`src/rtl/bldc_pkg.sv`:
```
// shared types, constants and small helper functions for the bldc
// command decoder and six-step commutation block; no dependencies
package bldc_pkg;

  // register map (index = paddr[3:2])
  localparam int unsigned REG_IDX_W = 2;
  localparam int unsigned PADDR_W   = 4;
  localparam logic [REG_IDX_W-1:0] REG_ANGLE_OFFSET    = 2'd0;
  localparam logic [REG_IDX_W-1:0] REG_FORWARD_ADVANCE = 2'd1;
  localparam logic [REG_IDX_W-1:0] REG_REVERSE_ADVANCE = 2'd2;
  localparam logic [REG_IDX_W-1:0] REG_HOLD_DUTY       = 2'd3;

  localparam int unsigned ANGLE_W = 12;
  localparam int unsigned DUTY_W  = 8;
  localparam int unsigned SPEED_W = 7;
  localparam int unsigned SECT_W  = 3;

  localparam logic [ANGLE_W-1:0] ANGLE_OFFSET_RST    = 12'd0;
  localparam logic [ANGLE_W-1:0] FORWARD_ADVANCE_RST = 12'd123;
  localparam logic [ANGLE_W-1:0] REVERSE_ADVANCE_RST = 12'd43;
  localparam logic [DUTY_W-1:0]  HOLD_DUTY_RST       = 8'd120;

  // start sequence and command codes
  localparam logic [7:0] START_BYTE_0 = 8'hFF;
  localparam logic [7:0] START_BYTE_1 = 8'h00;
  localparam logic [7:0] START_BYTE_2 = 8'h80;
  localparam logic [5:0] SPD_DYN_BRAKE  = 6'd62;
  localparam logic [5:0] SPD_HOLD_BRAKE = 6'd63;

  // floor(2v/195) == (2v * 10755) >> 21 for all 2v < 8192
  localparam logic [13:0] SECTOR_RECIP = 14'd10755;
  localparam int unsigned SECTOR_SHIFT = 21;
  localparam int unsigned PROD_W       = 27;
  localparam int unsigned QUOT_W       = 6;

  localparam int unsigned FIFO_DEPTH_DEF = 2;

  typedef enum logic [1:0] {
    ST_WAIT_FF = 2'd0,
    ST_WAIT_00 = 2'd1,
    ST_WAIT_80 = 2'd2,
    ST_RUN     = 2'd3
  } start_stage_e;

  typedef enum logic [1:0] {
    BRK_NONE = 2'd0,
    BRK_DYN  = 2'd1,
    BRK_HOLD = 2'd2
  } brake_mode_e;

  typedef enum logic [1:0] {
    ACT_OFF   = 2'd0,
    ACT_DRIVE = 2'd1,
    ACT_BRAKE = 2'd2
  } drive_action_e;

  // what the back end has to do with one angle sample
  typedef enum logic [2:0] {
    CLS_IDLE = 3'd0,  // not started: output off, no state change
    CLS_STOP = 3'd1,  // zero speed: off, drop latched sector
    CLS_FWD  = 3'd2,
    CLS_REV  = 3'd3,
    CLS_DYN  = 3'd4,
    CLS_HOLD = 3'd5
  } item_cls_e;

  typedef struct packed {
    item_cls_e          cls;
    logic [SPEED_W-1:0] duty;
    logic [ANGLE_W-1:0] angle;  // offset and advance already applied
  } q_entry_t;

  // remainder mod 6 of a quotient 0..63
  function automatic logic [SECT_W-1:0] mod6(input logic [QUOT_W-1:0] q);
    logic [SECT_W-1:0] r;
    case (q) inside
      [6'd0:6'd5]:   r = SECT_W'(q);
      [6'd6:6'd11]:  r = SECT_W'(q - 6'd6);
      [6'd12:6'd17]: r = SECT_W'(q - 6'd12);
      [6'd18:6'd23]: r = SECT_W'(q - 6'd18);
      [6'd24:6'd29]: r = SECT_W'(q - 6'd24);
      [6'd30:6'd35]: r = SECT_W'(q - 6'd30);
      [6'd36:6'd41]: r = SECT_W'(q - 6'd36);
      [6'd42:6'd47]: r = SECT_W'(q - 6'd42);
      [6'd48:6'd53]: r = SECT_W'(q - 6'd48);
      [6'd54:6'd59]: r = SECT_W'(q - 6'd54);
      default:       r = SECT_W'(q - 6'd60);
    endcase
    return r;
  endfunction

endpackage

```
`src/rtl/bldc_front.sv`:
```
// front end: start detector, command decode, angle preparation
// depends on bldc_pkg
module bldc_front (
  input  logic                          clk_i,
  input  logic                          rst_ni,
  input  logic                          in_valid_i,
  output logic                          in_ready_o,
  input  logic                          opcode_i,
  input  logic [7:0]                    command_byte_i,
  input  logic [bldc_pkg::ANGLE_W-1:0]  rotor_angle_i,
  input  logic [bldc_pkg::ANGLE_W-1:0]  angle_offset_i,
  input  logic [bldc_pkg::ANGLE_W-1:0]  forward_advance_i,
  input  logic [bldc_pkg::ANGLE_W-1:0]  reverse_advance_i,
  input  logic                          q_ready_i,
  output logic                          q_push_o,
  output bldc_pkg::q_entry_t            q_entry_o
);
  import bldc_pkg::*;

  start_stage_e        stage_q, stage_d;
  brake_mode_e         brake_q, brake_d;
  logic                rev_q, rev_d;
  logic [SPEED_W-1:0]  speed_q, speed_d;
  logic                cmd_beat;
  logic [ANGLE_W-1:0]  elec;
  logic [5:0]          spd;

  assign cmd_beat = in_valid_i && q_ready_i && !opcode_i;
  assign spd      = command_byte_i[5:0];

  // next state
  always_comb begin
    stage_d = stage_q;
    brake_d = brake_q;
    rev_d   = rev_q;
    speed_d = speed_q;
    if (cmd_beat) begin
      unique case (stage_q)
        ST_WAIT_FF: if (command_byte_i == START_BYTE_0) stage_d = ST_WAIT_00;
        ST_WAIT_00: if (command_byte_i == START_BYTE_1) stage_d = ST_WAIT_80;
        ST_WAIT_80: if (command_byte_i == START_BYTE_2) stage_d = ST_RUN;
        ST_RUN: begin
          if (!command_byte_i[7]) begin
            rev_d = command_byte_i[6];
            if (spd == SPD_DYN_BRAKE) begin
              brake_d = BRK_DYN;
              speed_d = SPEED_W'(spd);
            end else if (spd == SPD_HOLD_BRAKE) begin
              brake_d = BRK_HOLD;
              speed_d = SPEED_W'(spd);
            end else begin
              brake_d = BRK_NONE;
              speed_d = {spd, 1'b0};
            end
          end
        end
        default: stage_d = ST_WAIT_FF;
      endcase
    end
  end

  // outputs: classify angle samples and prepare the lookup angle
  always_comb begin
    in_ready_o      = q_ready_i;
    q_push_o        = in_valid_i && q_ready_i && opcode_i;
    elec            = ~(rotor_angle_i - angle_offset_i);
    q_entry_o.duty  = speed_q;
    q_entry_o.angle = elec + reverse_advance_i;
    q_entry_o.cls   = CLS_IDLE;
    if (stage_q == ST_RUN) begin
      unique case (brake_q)
        BRK_NONE: begin
          if (speed_q == '0) begin
            q_entry_o.cls = CLS_STOP;
          end else if (rev_q) begin
            q_entry_o.cls = CLS_REV;
          end else begin
            q_entry_o.cls   = CLS_FWD;
            q_entry_o.angle = elec - forward_advance_i;
          end
        end
        BRK_DYN:  q_entry_o.cls = CLS_DYN;
        BRK_HOLD: q_entry_o.cls = CLS_HOLD;
        default:  q_entry_o.cls = CLS_IDLE;
      endcase
    end
  end

  always_ff @(posedge clk_i or negedge rst_ni) begin
    if (!rst_ni) begin
      stage_q <= ST_WAIT_FF;
      brake_q <= BRK_NONE;
      rev_q   <= 1'b0;
      speed_q <= '0;
    end else begin
      stage_q <= stage_d;
      brake_q <= brake_d;
      rev_q   <= rev_d;
      speed_q <= speed_d;
    end
  end

endmodule

```
`src/rtl/bldc_fifo.sv`:
```
// short queue of classified angle samples between front and back end
// depends on bldc_pkg
module bldc_fifo #(
  parameter int unsigned DEPTH = bldc_pkg::FIFO_DEPTH_DEF
) (
  input  logic               clk_i,
  input  logic               rst_ni,
  input  logic               push_i,
  input  bldc_pkg::q_entry_t wr_entry_i,
  output logic               ready_o,
  input  logic               pop_i,
  output logic               valid_o,
  output bldc_pkg::q_entry_t rd_entry_o
);
  import bldc_pkg::*;

  localparam int unsigned PTR_W = (DEPTH > 1) ? $clog2(DEPTH) : 1;
  localparam int unsigned CNT_W = $clog2(DEPTH + 1);
  localparam logic [PTR_W-1:0] PTR_LAST = PTR_W'(DEPTH - 1);
  localparam logic [CNT_W-1:0] CNT_FULL = CNT_W'(DEPTH);

  q_entry_t           mem_q [DEPTH];
  logic [PTR_W-1:0]   wr_ptr_q, wr_ptr_d, rd_ptr_q, rd_ptr_d;
  logic [CNT_W-1:0]   count_q, count_d;

  assign ready_o    = (count_q != CNT_FULL);
  assign valid_o    = (count_q != '0);
  assign rd_entry_o = mem_q[rd_ptr_q];

  always_comb begin
    wr_ptr_d = wr_ptr_q;
    rd_ptr_d = rd_ptr_q;
    count_d  = count_q;
    if (push_i) wr_ptr_d = (wr_ptr_q == PTR_LAST) ? '0 : wr_ptr_q + 1'b1;
    if (pop_i)  rd_ptr_d = (rd_ptr_q == PTR_LAST) ? '0 : rd_ptr_q + 1'b1;
    if (push_i && !pop_i)      count_d = count_q + 1'b1;
    else if (!push_i && pop_i) count_d = count_q - 1'b1;
  end

  always_ff @(posedge clk_i or negedge rst_ni) begin
    if (!rst_ni) begin
      wr_ptr_q <= '0;
      rd_ptr_q <= '0;
      count_q  <= '0;
    end else begin
      wr_ptr_q <= wr_ptr_d;
      rd_ptr_q <= rd_ptr_d;
      count_q  <= count_d;
    end
  end

  always_ff @(posedge clk_i) begin
    if (push_i) mem_q[wr_ptr_q] <= wr_entry_i;
  end

  a_no_push_full: assert property (@(posedge clk_i) disable iff (!rst_ni)
    push_i |-> count_q != CNT_FULL) else $error("push into full queue");
  a_no_pop_empty: assert property (@(posedge clk_i) disable iff (!rst_ni)
    pop_i |-> count_q != '0) else $error("pop from empty queue");
  a_push_shows: assert property (@(posedge clk_i) disable iff (!rst_ni)
    (push_i && !pop_i && count_q == '0) |=> valid_o) else $error("pushed beat lost");

endmodule

```
`src/rtl/bldc_back.sv`:
```
// back end: sector lookup, latched-sector state and output register
// depends on bldc_pkg
module bldc_back (
  input  logic                          clk_i,
  input  logic                          rst_ni,
  input  logic                          q_valid_i,
  input  bldc_pkg::q_entry_t            q_entry_i,
  output logic                          q_pop_o,
  input  logic [bldc_pkg::DUTY_W-1:0]   hold_duty_i,
  output logic                          out_valid_o,
  input  logic                          out_ready_i,
  output logic [1:0]                    drive_action_o,
  output logic [bldc_pkg::SECT_W-1:0]   sector_o,
  output logic [bldc_pkg::DUTY_W-1:0]   duty_o
);
  import bldc_pkg::*;

  logic                 out_valid_q;
  drive_action_e        action_q, action_d;
  logic [SECT_W-1:0]    sector_q, sector_d;
  logic [DUTY_W-1:0]    duty_q, duty_d;
  logic                 sv_q, sv_d;
  logic [SECT_W-1:0]    last_q, last_d;
  logic [PROD_W-1:0]    prod;
  logic [SECT_W-1:0]    raw;

  assign q_pop_o = q_valid_i && (!out_valid_q || out_ready_i);

  // floor(2v/195) mod 6
  assign prod = PROD_W'({q_entry_i.angle, 1'b0}) * PROD_W'(SECTOR_RECIP);
  assign raw  = mod6(prod[SECTOR_SHIFT +: QUOT_W]);

  always_comb begin
    sv_d     = sv_q;
    last_d   = last_q;
    action_d = ACT_OFF;
    duty_d   = '0;
    unique case (q_entry_i.cls)
      CLS_IDLE: ;
      CLS_STOP: sv_d = 1'b0;
      CLS_FWD: begin
        sv_d     = 1'b1;
        last_d   = (raw == '0) ? SECT_W'(5) : raw - 1'b1;
        action_d = ACT_DRIVE;
        duty_d   = DUTY_W'(q_entry_i.duty);
      end
      CLS_REV: begin
        sv_d     = 1'b1;
        last_d   = (raw == SECT_W'(5)) ? '0 : raw + 1'b1;
        action_d = ACT_DRIVE;
        duty_d   = DUTY_W'(q_entry_i.duty);
      end
      CLS_DYN: begin
        sv_d     = 1'b0;
        action_d = ACT_BRAKE;
      end
      CLS_HOLD: begin
        if (!sv_q) begin
          sv_d   = 1'b1;
          last_d = raw;
        end
        action_d = ACT_DRIVE;
        duty_d   = hold_duty_i;
      end
      default: ;
    endcase
    sector_d = (action_d == ACT_DRIVE) ? last_d : '0;
  end

  always_ff @(posedge clk_i or negedge rst_ni) begin
    if (!rst_ni) begin
      out_valid_q <= 1'b0;
      sv_q        <= 1'b0;
      last_q      <= '0;
    end else begin
      if (q_pop_o) begin
        out_valid_q <= 1'b1;
        sv_q        <= sv_d;
        last_q      <= last_d;
      end else if (out_ready_i) begin
        out_valid_q <= 1'b0;
      end
    end
  end

  always_ff @(posedge clk_i) begin
    if (q_pop_o) begin
      action_q <= action_d;
      sector_q <= sector_d;
      duty_q   <= duty_d;
    end
  end

  assign out_valid_o    = out_valid_q;
  assign drive_action_o = action_q;
  assign sector_o       = sector_q;
  assign duty_o         = duty_q;

  a_idle_zero: assert property (@(posedge clk_i) disable iff (!rst_ni)
    (out_valid_q && action_q != ACT_DRIVE) |-> (sector_q == '0 && duty_q == '0))
    else $error("sector or duty set without drive");
  a_sector_range: assert property (@(posedge clk_i) disable iff (!rst_ni)
    out_valid_q |-> sector_q <= SECT_W'(5)) else $error("sector out of range");
  a_hold_latch: assert property (@(posedge clk_i) disable iff (!rst_ni)
    (q_pop_o && q_entry_i.cls == CLS_HOLD) |=> sv_q) else $error("hold did not latch");

endmodule

```
`src/rtl/bldc_command_and_commutation.sv`:
```
// top level of the bldc command decoder and six-step commutation block
// depends on bldc_pkg, bldc_front, bldc_fifo, bldc_back
//
// usage:
//   input channel (in_valid_i/in_ready_o) carries one beat per item: opcode_i
//   0 is a serial command byte (command_byte_i), 1 a raw rotor angle sample
//   (rotor_angle_i). command bytes first walk the start sequence ff, 00, 80;
//   after that they set direction, speed or brake mode and give no result.
//   every angle sample gives exactly one beat on the output channel
//   (out_valid_o/out_ready_i): drive_action_o, sector_o, duty_o.
//   path: an accepted sample is written into the queue and from there into
//   the output register once that register is free.
//   throughput: one item per cycle while the queue has room; the back end
//   has a single sector multiplier; commands and samples may be mixed freely.
//   receiver stall: the result holds in the output register, further samples
//   collect in a small queue (FIFO_DEPTH entries); in_ready_o drops only
//   when that queue is full.
//   reset: start detector back to waiting for ff, stopped, no brake, no
//   latched sector, queue empty; registers back to offset 0, forward
//   advance 123, reverse advance 43, hold duty 120. the user must write the
//   registers over the apb port only while the block is idle; not checked.
module bldc_command_and_commutation #(
  parameter int unsigned FIFO_DEPTH = bldc_pkg::FIFO_DEPTH_DEF
) (
  input  logic                          clk_i,
  input  logic                          rst_ni,
  // input channel
  input  logic                          in_valid_i,
  output logic                          in_ready_o,
  input  logic                          opcode_i,
  input  logic [7:0]                    command_byte_i,
  input  logic [bldc_pkg::ANGLE_W-1:0]  rotor_angle_i,
  // output channel
  output logic                          out_valid_o,
  input  logic                          out_ready_i,
  output logic [1:0]                    drive_action_o,
  output logic [bldc_pkg::SECT_W-1:0]   sector_o,
  output logic [bldc_pkg::DUTY_W-1:0]   duty_o,
  // register port
  input  logic                          psel,
  input  logic                          penable,
  input  logic                          pwrite,
  input  logic [bldc_pkg::PADDR_W-1:0]  paddr,
  input  logic [31:0]                   pwdata,
  output logic [31:0]                   prdata,
  output logic                          pready
);
  import bldc_pkg::*;

  logic [ANGLE_W-1:0]   angle_offset_q, forward_advance_q, reverse_advance_q;
  logic [DUTY_W-1:0]    hold_duty_q;
  logic                 cfg_wr;
  logic [REG_IDX_W-1:0] reg_idx;

  logic                 q_push, q_ready, q_pop, q_valid;
  q_entry_t             q_wr_entry, q_rd_entry;

  // register file: write in the apb access phase, zero wait states
  assign pready  = 1'b1;
  assign cfg_wr  = psel && penable && pwrite;
  assign reg_idx = paddr[PADDR_W-1 -: REG_IDX_W];

  always_ff @(posedge clk_i or negedge rst_ni) begin
    if (!rst_ni) begin
      angle_offset_q    <= ANGLE_OFFSET_RST;
      forward_advance_q <= FORWARD_ADVANCE_RST;
      reverse_advance_q <= REVERSE_ADVANCE_RST;
      hold_duty_q       <= HOLD_DUTY_RST;
    end else if (cfg_wr) begin
      unique case (reg_idx)
        REG_ANGLE_OFFSET:    angle_offset_q    <= pwdata[ANGLE_W-1:0];
        REG_FORWARD_ADVANCE: forward_advance_q <= pwdata[ANGLE_W-1:0];
        REG_REVERSE_ADVANCE: reverse_advance_q <= pwdata[ANGLE_W-1:0];
        REG_HOLD_DUTY:       hold_duty_q       <= pwdata[DUTY_W-1:0];
        default: ;
      endcase
    end
  end

  // read-back mux
  always_comb begin
    unique case (reg_idx)
      REG_ANGLE_OFFSET:    prdata = 32'(angle_offset_q);
      REG_FORWARD_ADVANCE: prdata = 32'(forward_advance_q);
      REG_REVERSE_ADVANCE: prdata = 32'(reverse_advance_q);
      REG_HOLD_DUTY:       prdata = 32'(hold_duty_q);
      default:             prdata = '0;
    endcase
  end

  // front end: start detector and command state, classifies samples
  bldc_front u_front (
    .clk_i             (clk_i),
    .rst_ni            (rst_ni),
    .in_valid_i        (in_valid_i),
    .in_ready_o        (in_ready_o),
    .opcode_i          (opcode_i),
    .command_byte_i    (command_byte_i),
    .rotor_angle_i     (rotor_angle_i),
    .angle_offset_i    (angle_offset_q),
    .forward_advance_i (forward_advance_q),
    .reverse_advance_i (reverse_advance_q),
    .q_ready_i         (q_ready),
    .q_push_o          (q_push),
    .q_entry_o         (q_wr_entry)
  );

  // decouples front end from a stalled output
  bldc_fifo #(
    .DEPTH (FIFO_DEPTH)
  ) u_fifo (
    .clk_i      (clk_i),
    .rst_ni     (rst_ni),
    .push_i     (q_push),
    .wr_entry_i (q_wr_entry),
    .ready_o    (q_ready),
    .pop_i      (q_pop),
    .valid_o    (q_valid),
    .rd_entry_o (q_rd_entry)
  );

  // back end: sector math, hold latch, output register
  bldc_back u_back (
    .clk_i          (clk_i),
    .rst_ni         (rst_ni),
    .q_valid_i      (q_valid),
    .q_entry_i      (q_rd_entry),
    .q_pop_o        (q_pop),
    .hold_duty_i    (hold_duty_q),
    .out_valid_o    (out_valid_o),
    .out_ready_i    (out_ready_i),
    .drive_action_o (drive_action_o),
    .sector_o       (sector_o),
    .duty_o         (duty_o)
  );

endmodule

```
`config.mk`:
```
export PLATFORM = sky130hd
export DESIGN_NAME = bldc_command_and_commutation
export DESIGN_NICKNAME = d
export VERILOG_FILES = /design/src/rtl/bldc_pkg.sv /design/src/rtl/bldc_front.sv /design/src/rtl/bldc_fifo.sv /design/src/rtl/bldc_back.sv /design/src/rtl/bldc_command_and_commutation.sv
export SDC_FILE = /design/constraint.sdc
export NUM_CORES = 1
export LEC_CHECK = 0
export ABC_CLOCK_PERIOD_IN_PS = 21100
export BUFFER_PORTS_ARGS = -buffer_cell sky130_fd_sc_hd__clkbuf_2
export CORE_UTILIZATION = 25
export DETAILED_ROUTE_END_ITERATION = 10
export GPL_ROUTABILITY_DRIVEN = 0
export GPL_TIMING_DRIVEN = 1
export HOLD_SLACK_MARGIN = 0.1
export PLACE_DENSITY_LB_ADDON = 0.15
export SLEW_MARGIN = 10
export SYNTH_ARGS = -nofsm -noshare
export SYNTH_HDL_FRONTEND = slang
export SYNTH_SLANG_ARGS = --single-unit
```
`constraint.sdc`:
```
create_clock -name clk_i -period 21.1 [get_ports clk_i]
set_input_delay 1.055 -clock clk_i [delete_from_list [all_inputs] [get_ports clk_i]]
set_output_delay 1.055 -clock clk_i [all_outputs]
set_load 0.01 [all_outputs]
```
==> implementation parameters, run 1 <==
Parameter                              Value

Run status
  Run status ... completed

Critical path
  Cell with the largest stage delay on the worst path ... or4_4
  Levels on crit path ... 26
  Maximum cell stage delay along the critical path ... 0.55 ns
  Category of the worst setup path capture point ... flop
  Category of the most critical setup path ... reg2reg
  Number of buffer and inverter instances along the worst setup path ... 6
  Maximum net fanout on the critical path ... 26
  Cell with the most instances on the worst path ... inv_1
  Critical path arrival ... 7.27 ns
  Data required time at the worst endpoint ... 21.27 ns
  Family with the most delay on the worst path ... adder cells
  Worst setup SP type ... flop
  Count of cells along the worst register-to-register path ... 26

Drt
  Routed wire length ... roughly 22 mm
  First-pass detailed-route iteration total ... 5
  Via count ... 6582
  DRC violations left ... 0
  Final routed wire length divided by cell count ... 15.01 um
  Vias per inst ... approximately 4.5
  Remaining number of nets flagged by the antenna check after routing ... 0
  Number of DRC markers after the initial detailed-route iteration ... 281

Placement
  Count of buffers inserted at the top-level ports ... 68
  Placed insts ... 1432
  Detailed placement HPWL ... 16.96 mm

Clocking
  Post-CTS repair timing setup buffer count ... 0
  Clock tree from TritonCTS ... yes
  Clock Root Buffer ... clkbuf_16
  Clock slew at reported path FFs ... 0.06 ns
  Number of buffers inserted during clock tree synthesis ... 17
  Clk buf depth ... 2
  TritonCTS sink count ... 122
  Count of hold buffers inserted by post-cts repair ... 0
  H-Tree Level Count ... 4
  CTS resizes ... 0
  Clk_lat worst skew ... 0.43 ns

STA
  Count of endpoints failing setup in the final report ... 0
  Setup TNS ... 0 ns
  Fmax ... approximately 140 MHz
  Fin. max-slew vios ... 0
  Final period utilization ... about a third
  Final-report hold violation count ... 0
  Tmin final ... 7.106 ns
  Clock Skew ... ~0.0083 ns
  Max transition margin ... 24.36%
  Setup repair after global routing missed its margin ... no
  Slew at the pin with the worst max-slew slack ... 1.119 ns

Layout
  Final antenna diode count ... 0
  Non-filler cells in the finished layout ... roughly 1500
  Share of cells above drive strength 1 ... 19.88%
  Number of nets in the finished design ... roughly 1200
  Layout overhead on the synthesized area ... 15.11%
  Fill cells ... 3849

Synthesis
  Count of flip-flops with a built-in enable after synthesis ... 57
  Synth area leaders ... edfxtp_1, ha_1, dfrtp_1
  Post-synth ARST share ... 53.28%
  Synth warn ... 0
  Gate count after technology mapping ... around 900
  Average size of a mapped cell ... between 10 and 15 um^2
  #FFs+latches synth ... 122
  Post-synth top flop ... edfxtp_1
  Share of Yosys cell area claimed by the top area cell type ... a little under a fifth
  Dominant cell type by area after synthesis ... edfxtp_1
  Unique masters post-synth ... 80
  Sequential cell area fraction in the yosys report ... 35.95%
  Netlist Area Pre-Place ... 9335 um^2

Global route
  First-pass GRT wire length ... 36.00 mm
  Number of global-route vias before repair ... 6813
  Total congestion overflow after global routing ... 0
  Pin count of the biggest net entering global routing ... 66
  Antenna violations before repair ... 0
  Overall routing resource usage ... 12.11%

Floorplan
  Area of the placeable core ... 36700 um^2
  Area of the die ... 38120 um^2
  Count of pins on the block boundary ... 112
  Die span in x ... a little under 200 um
  Vertical die dimension ... 195.2 um
  Effective utilization at floorplan ... 25.44%
  Site row count ... 70

Min path
  Class of the most critical hold timing path ... reg2reg
  Hold depth ... 2

Job
  Max-cap check violation count ... 0
==> registers in the layout, indices dropped and copies added, names as in the netlist <==
register	flops
u_fifo.mem_q	44
angle_offset_q	12
forward_advance_q	12
reverse_advance_q	12
hold_duty_q	8
u_back.duty_o	8
u_front.speed_q	7
u_back.last_q	3
u_back.sector_o	3
u_back.drive_action_o	2
u_fifo.count_q	2
u_front.brake_q	2
u_front.stage_q	2
u_back.out_valid_o	1
u_back.sv_q	1
u_fifo.rd_ptr_q	1
u_fifo.wr_ptr_q	1
u_front.rev_q	1
==> per-layer routing <==
metal  track usage [%]  part of all wire [%]  up-vias  wire length (um)
met5                 0                     0        -                 0
met3             1.917                   2.3       17               505
met4             4.199                   1.7        0               384
met2             20.20                    47       81             10390
met1             15.85                    49     3166             10700
li1                  -                     -     3318                 -
==> path summary, 6_finish.rpt <==
check | slack, ns | end | from
setup / recovery | 13.99 | u_back.sector_o[2] | u_fifo.rd_ptr_q
min in group asynchronous | 0.83 | u_front.stage_q[0] | rst_ni
hold / removal | 0.50 | u_front.rev_q | u_front.rev_q
max in group asynchronous | 19.67 | reverse_advance_q[4] | rst_ni
hold reg to reg | 0.50 | u_front.rev_q | u_front.rev_q
setup reg to reg | 13.99 | u_back.sector_o[2] | u_fifo.rd_ptr_q
==> synthesized netlist by cell type (3+ instances only) <==
cell type and instances:
clkbuf_1 14, edfxtp_1 57, ha_1 118, and3_1 9, mux2i_1 23, xnor2_1 21, and4_1 3, nor4b_1 5
nor3b_1 4, buf_2 3, nor2_1 43, a21boi_0 3, a211oi_1 4, nand4_1 4, o211ai_1 4, a21o_1 9
a211o_1 3, o21ai_0 57, nor4_1 5, and2_1 5, mux4_2 8, o221ai_1 3, buf_4 22, nand2b_1 12
dfstp_2 14, xor2_1 9, nand2_1 77, mux2_2 44, fa_1 19, nor2b_1 7, nor3_1 13, buf_1 3
a31oi_1 5, o21bai_1 3, nand3_1 20, dfrtp_1 51, o21a_1 3, inv_1 113, a21oi_1 47
==> worst register-to-register path, stage by stage, from the launching register on <==
cell	delay [ns]
dfrtp_1	0.32
buf_4	0.36
mux2_2	0.49
ha_1	0.31
inv_1	0.06
ha_1	0.13
inv_1	0.04
fa_1	0.39
fa_1	0.51
inv_1	0.05
fa_1	0.45
ha_1	0.35
nand4_1	0.20
or4_4	0.55
o21bai_4	0.20
and3_4	0.23
xor2_4	0.22
inv_1	0.13
ha_1	0.39
inv_1	0.12
and3_1	0.16
a211oi_1	0.18
o22ai_1	0.17
a21oi_2	0.35
mux2i_1	0.23
o31a_2	0.18
o21ai_1	0.07
==> kinds of logic after synthesis <==
family          after synthesis  share of synthesized area (%)
simple gates                222                          12.10
compound gates              168                          11.59
buf+inv                     159                          7.573
fa+ha+maj                   137                          19.89
flops                       122                          35.95
mux                          75                          9.704
xor+xnor                     31                          3.110
other cells                   2                        0.08045
==> cell usage in the layout (no fill, tap or decap), types with 20 or more instances in the layout <==
cell and n:
a21oi_1 47, clkbuf_2 67, conb_1 21, dfrtp_1 51
edfxtp_1 57, ha_1 118, inv_1 113, mux2_2 44
mux2i_1 23, nand2_1 77, nand3_1 20, nor2_1 42
o21ai_0 57, xnor2_1 21
==> stage by stage <==
| step | cell area (um^2) | worst slack (ns) | utilization (%) | hold WS (ns) |
|---|---|---|---|---|
| 2_1_floorplan | 9407 | 14.40 | - | 0.4465 |
| 3_3_place_gp | 10130 | 13.93 | 27.59 | 0.4856 |
| 3_5_place_dp | 10130 | 13.95 | 27.59 | 0.4904 |
| 4_1_cts | 10750 | 13.94 | 29.28 | 0.5040 |
| 5_1_grt | 10750 | 13.57 | 29.28 | 0.5200 |
| 6_report | 10750 | 13.99 | 29.28 | 0.4981 |
==> cell type report <==
class	instances	area, um^2	share of cell area (%)
clock buffer	20	446.7	4.157
clock inverter	12	172.7	1.607
inverter	114	427.9	3.982
multi-input combinational	654	5371	49.99
sequential	122	3356	31.23
tap	468	585.6	5.449
timing repair buffer	74	385.4	3.586
Power of run 1 is not shown: default switching activity piles up to over one toggle a cycle in this logic, so the estimate is an artifact.
==> run 2: changes to the inputs <==
--- a/config.mk
+++ b/config.mk
@@ -5,7 +5,7 @@
 export SDC_FILE = /design/constraint.sdc
 export NUM_CORES = 1
 export LEC_CHECK = 0
-export ABC_CLOCK_PERIOD_IN_PS = 21100
+export ABC_CLOCK_PERIOD_IN_PS = 6300
 export BUFFER_PORTS_ARGS = -buffer_cell sky130_fd_sc_hd__clkbuf_2
 export CORE_UTILIZATION = 25
 export DETAILED_ROUTE_END_ITERATION = 10
==> constraint.sdc (replaced) <==
create_clock -name clk_i -period 6.3 [get_ports clk_i]
set_input_delay 0.315 -clock clk_i [delete_from_list [all_inputs] [get_ports clk_i]]
set_output_delay 0.315 -clock clk_i [all_outputs]
set_load 0.01 [all_outputs]
==> run 2 against run 1 <==
  * Non-clock buffer count increased by 31
  * Sequential cell count unchanged
  * Die area unchanged
  * Core utilization increased by 1.2 points
  * Count of clock-buffer cells in the layout decreased by 3
==> implementation parameters, run 2 (same netlist as run 1, synthesis figures left out) <==
Parameter                              Value

Critical path
  Family with the most delay on the worst path ... adder cells
  Critical path arrival ... 6.18 ns (-1.09 ns)
  Cell-by-cell listing of the critical path ... buf_4, mux2_2, ha_1, ha_1, ha_1, ha_1, fa_1, ha_1, nand3_1, or4_4, o21bai_4, and3_4, xor2_4, inv_2, ha_4, inv_1, and3_1, a211oi_2, o22ai_2, a21oi_4, mux2i_1, o31a_2, o21ai_1
  Cell with the largest stage delay on the worst path ... or4_4
  Maximum cell stage delay along the critical path ... 0.55 ns (about the same)
  Category of the worst setup path capture point ... flop
  Data required time at the worst endpoint ... 6.47 ns (-14.80 ns)
  Worst setup SP type ... flop
  Maximum net fanout on the critical path ... 6 (-77%)
  Cell with the most instances on the worst path ... ha_1
  Number of buffer and inverter instances along the worst setup path ... 3 (-3)
  Category of the most critical setup path ... reg2reg

STA
  Slew at the pin with the worst max-slew slack ... 1.100 ns (-0.01861 ns)
  Max transition margin ... 25.62% (+1.3 points)
  Clock Skew ... 0.01001 ns (+0.001670 ns)
  Count of endpoints failing setup in the final report ... 0 (unchanged)
  Fmax ... 166.3 MHz (+18%)
  Tmin final ... 6.013 ns (-1.093 ns)
  Fin. max-slew vios ... 0 (unchanged)
  Final period utilization ... 95.44% (+62 points)
  Final-report hold violation count ... 0 (unchanged)
  Setup TNS ... 0 ns (unchanged)

Layout
  Fill cells ... 3772 (-2.0%)
  Final antenna diode count ... 0 (unchanged)
  Number of nets in the finished design ... 1215 (+2.6%)
  Post-layout utilization of the core ... 30.49% (+1.2 points)
  Reg with most FFs ... u_fifo.mem_q
  Total area of multi-input combinational cells ... 5535 um^2 (+3.1%)
  Layout overhead on the synthesized area ... 19.86%
  Sequential cell area ... 3356 um^2 (unchanged)
  Flip-flop count of the largest register after layout ... 44 (unchanged)
  Share of cells above drive strength 1 ... 24.34% (+4.5 points)
  Most frequent cells in the layout ... inv_1, ha_1, nand2_1

Drt
  DRC violations left ... 0 (unchanged)
  Final routed wire length divided by cell count ... 14.74 um (-1.8%)
  Met3 layer wire length in the routed design ... 582 um (+15%)
  Via count ... 6715 (+2.0%)
  First-pass detailed-route iteration total ... 6 (+1)
  Remaining number of nets flagged by the antenna check after routing ... 0 (unchanged)
  Routed wire length ... 22.04 mm (+0.28%)
  Top layer in use ... met4
  Number of DRC markers after the initial detailed-route iteration ... 271 (-3.6%)
  Met1 Routed Length ... 10.73 mm (+0.30%)
  Vias per inst ... 4.492 (about the same)
  Detailed-routed wire length on met2 ... 10.34 mm (-0.53%)

Global route
  First-pass GRT wire length ... 35.96 mm (-0.12%)
  Antenna violations before repair ... 0 (unchanged)
  Pin count of the biggest net entering global routing ... 66 (unchanged)
  Overall routing resource usage ... 12.08% (-0.036 points)
  Total congestion overflow after global routing ... 0 (unchanged)
  Number of global-route vias before repair ... 6858 (+0.66%)

Placement
  Detailed placement HPWL ... 17.39 mm (+2.5%)
  Count of buffers inserted at the top-level ports ... 68 (unchanged)

Floorplan
  Count of pins on the block boundary ... 112 (unchanged)
  Area of the placeable core ... 36700 um^2 (unchanged)
  Vertical die dimension ... 195.2 um (unchanged)
  Die span in x ... 195.2 um (unchanged)
  Effective utilization at floorplan ... 25.44% (unchanged)
  Site row count ... 70 (unchanged)
  Area of the die ... 38120 um^2 (unchanged)

Clocking
  Number of buffers inserted during clock tree synthesis ... 17 (unchanged)
  Clk_lat worst skew ... 0.43 ns (about the same)
  Clock slew at reported path FFs ... 0.06 ns (about the same)
  TritonCTS sink count ... 122 (unchanged)
  Count of hold buffers inserted by post-cts repair ... 0 (unchanged)
  H-Tree Level Count ... 4 (unchanged)
  Clock Root Buffer ... clkbuf_16
  Clk buf depth ... 2 (unchanged)
  Clock tree from TritonCTS ... yes

Min path
  Class of the most critical hold timing path ... in2async

Job
  Max-cap check violation count ... 0 (unchanged)

Run status
  Run status ... completed
[run 2: changes by cell type in the layout (fill, tap and decap cells not counted), sizes merged]
| cell | delta |
|---|---|
| clkbuf | -3 |
| inv | +5 |
| clkinv | -2 |
| buf | +31 |
[run 2: path summary, 6_finish.rpt]
check                                endpoint               start  slack [ns]  depth (start not counted)
min in group clk_i         u_front.speed_q[5]   command_byte_i[4]        0.13                          3
max                        u_back.sector_o[2]     u_fifo.rd_ptr_q        0.29                         23
max reg2reg                u_back.sector_o[2]     u_fifo.rd_ptr_q        0.29                         23
min                        u_front.speed_q[5]              rst_ni        0.10                          2
min reg2reg                u_back.out_valid_o  u_back.out_valid_o        0.51                          2
max in group asynchronous      hold_duty_q[7]              rst_ni        5.59                          2
[run 2: metal layers]
metal  GRT usage [%]  up-vias
li1                -     3383
met1           16.00     3228
met2           19.84       84
met3           2.055       20
met4           4.054        0
met5               0        -
[run 2: per-stage QoR]
stage | cells | hold slack, ns | cell area, um^2 | worst slack (ns)
4_1_cts | 1494 | 0.1114 | 11020 | 0.01660
2_1_floorplan | 935 | 0.01941 | 9437 | 0.02196
5_1_grt | 1495 | 0.1299 | 11190 | -0.03692
3_5_place_dp | 1461 | 0.4944 | 10370 | -0.01271
6_report | 1495 | 0.1041 | 11190 | 0.2873
3_3_place_gp | 1461 | 0.4871 | 10370 | 0.06285
[run 2: cell type report]
type / instances / area share [%]
Timing Repair Buffer: 105 / 5.770
Multi-Input combinational cell: 654 / 49.47
Clock buffer: 17 / 3.802
Inverter: 114 / 3.824
Sequential cell: 122 / 29.99
Clock inverter: 15 / 1.912
Tap cell: 468 / 5.233
[run 2: repair_timing]
item / CTS / global route
cloned: 0 / 0
endpoints found under the setup margin: 1 / 4
setup buffers: 1 / 1
gates resized for setup: 1 / 27
pin swaps: 1 / 10
Power of run 2 is left out for the same reason.
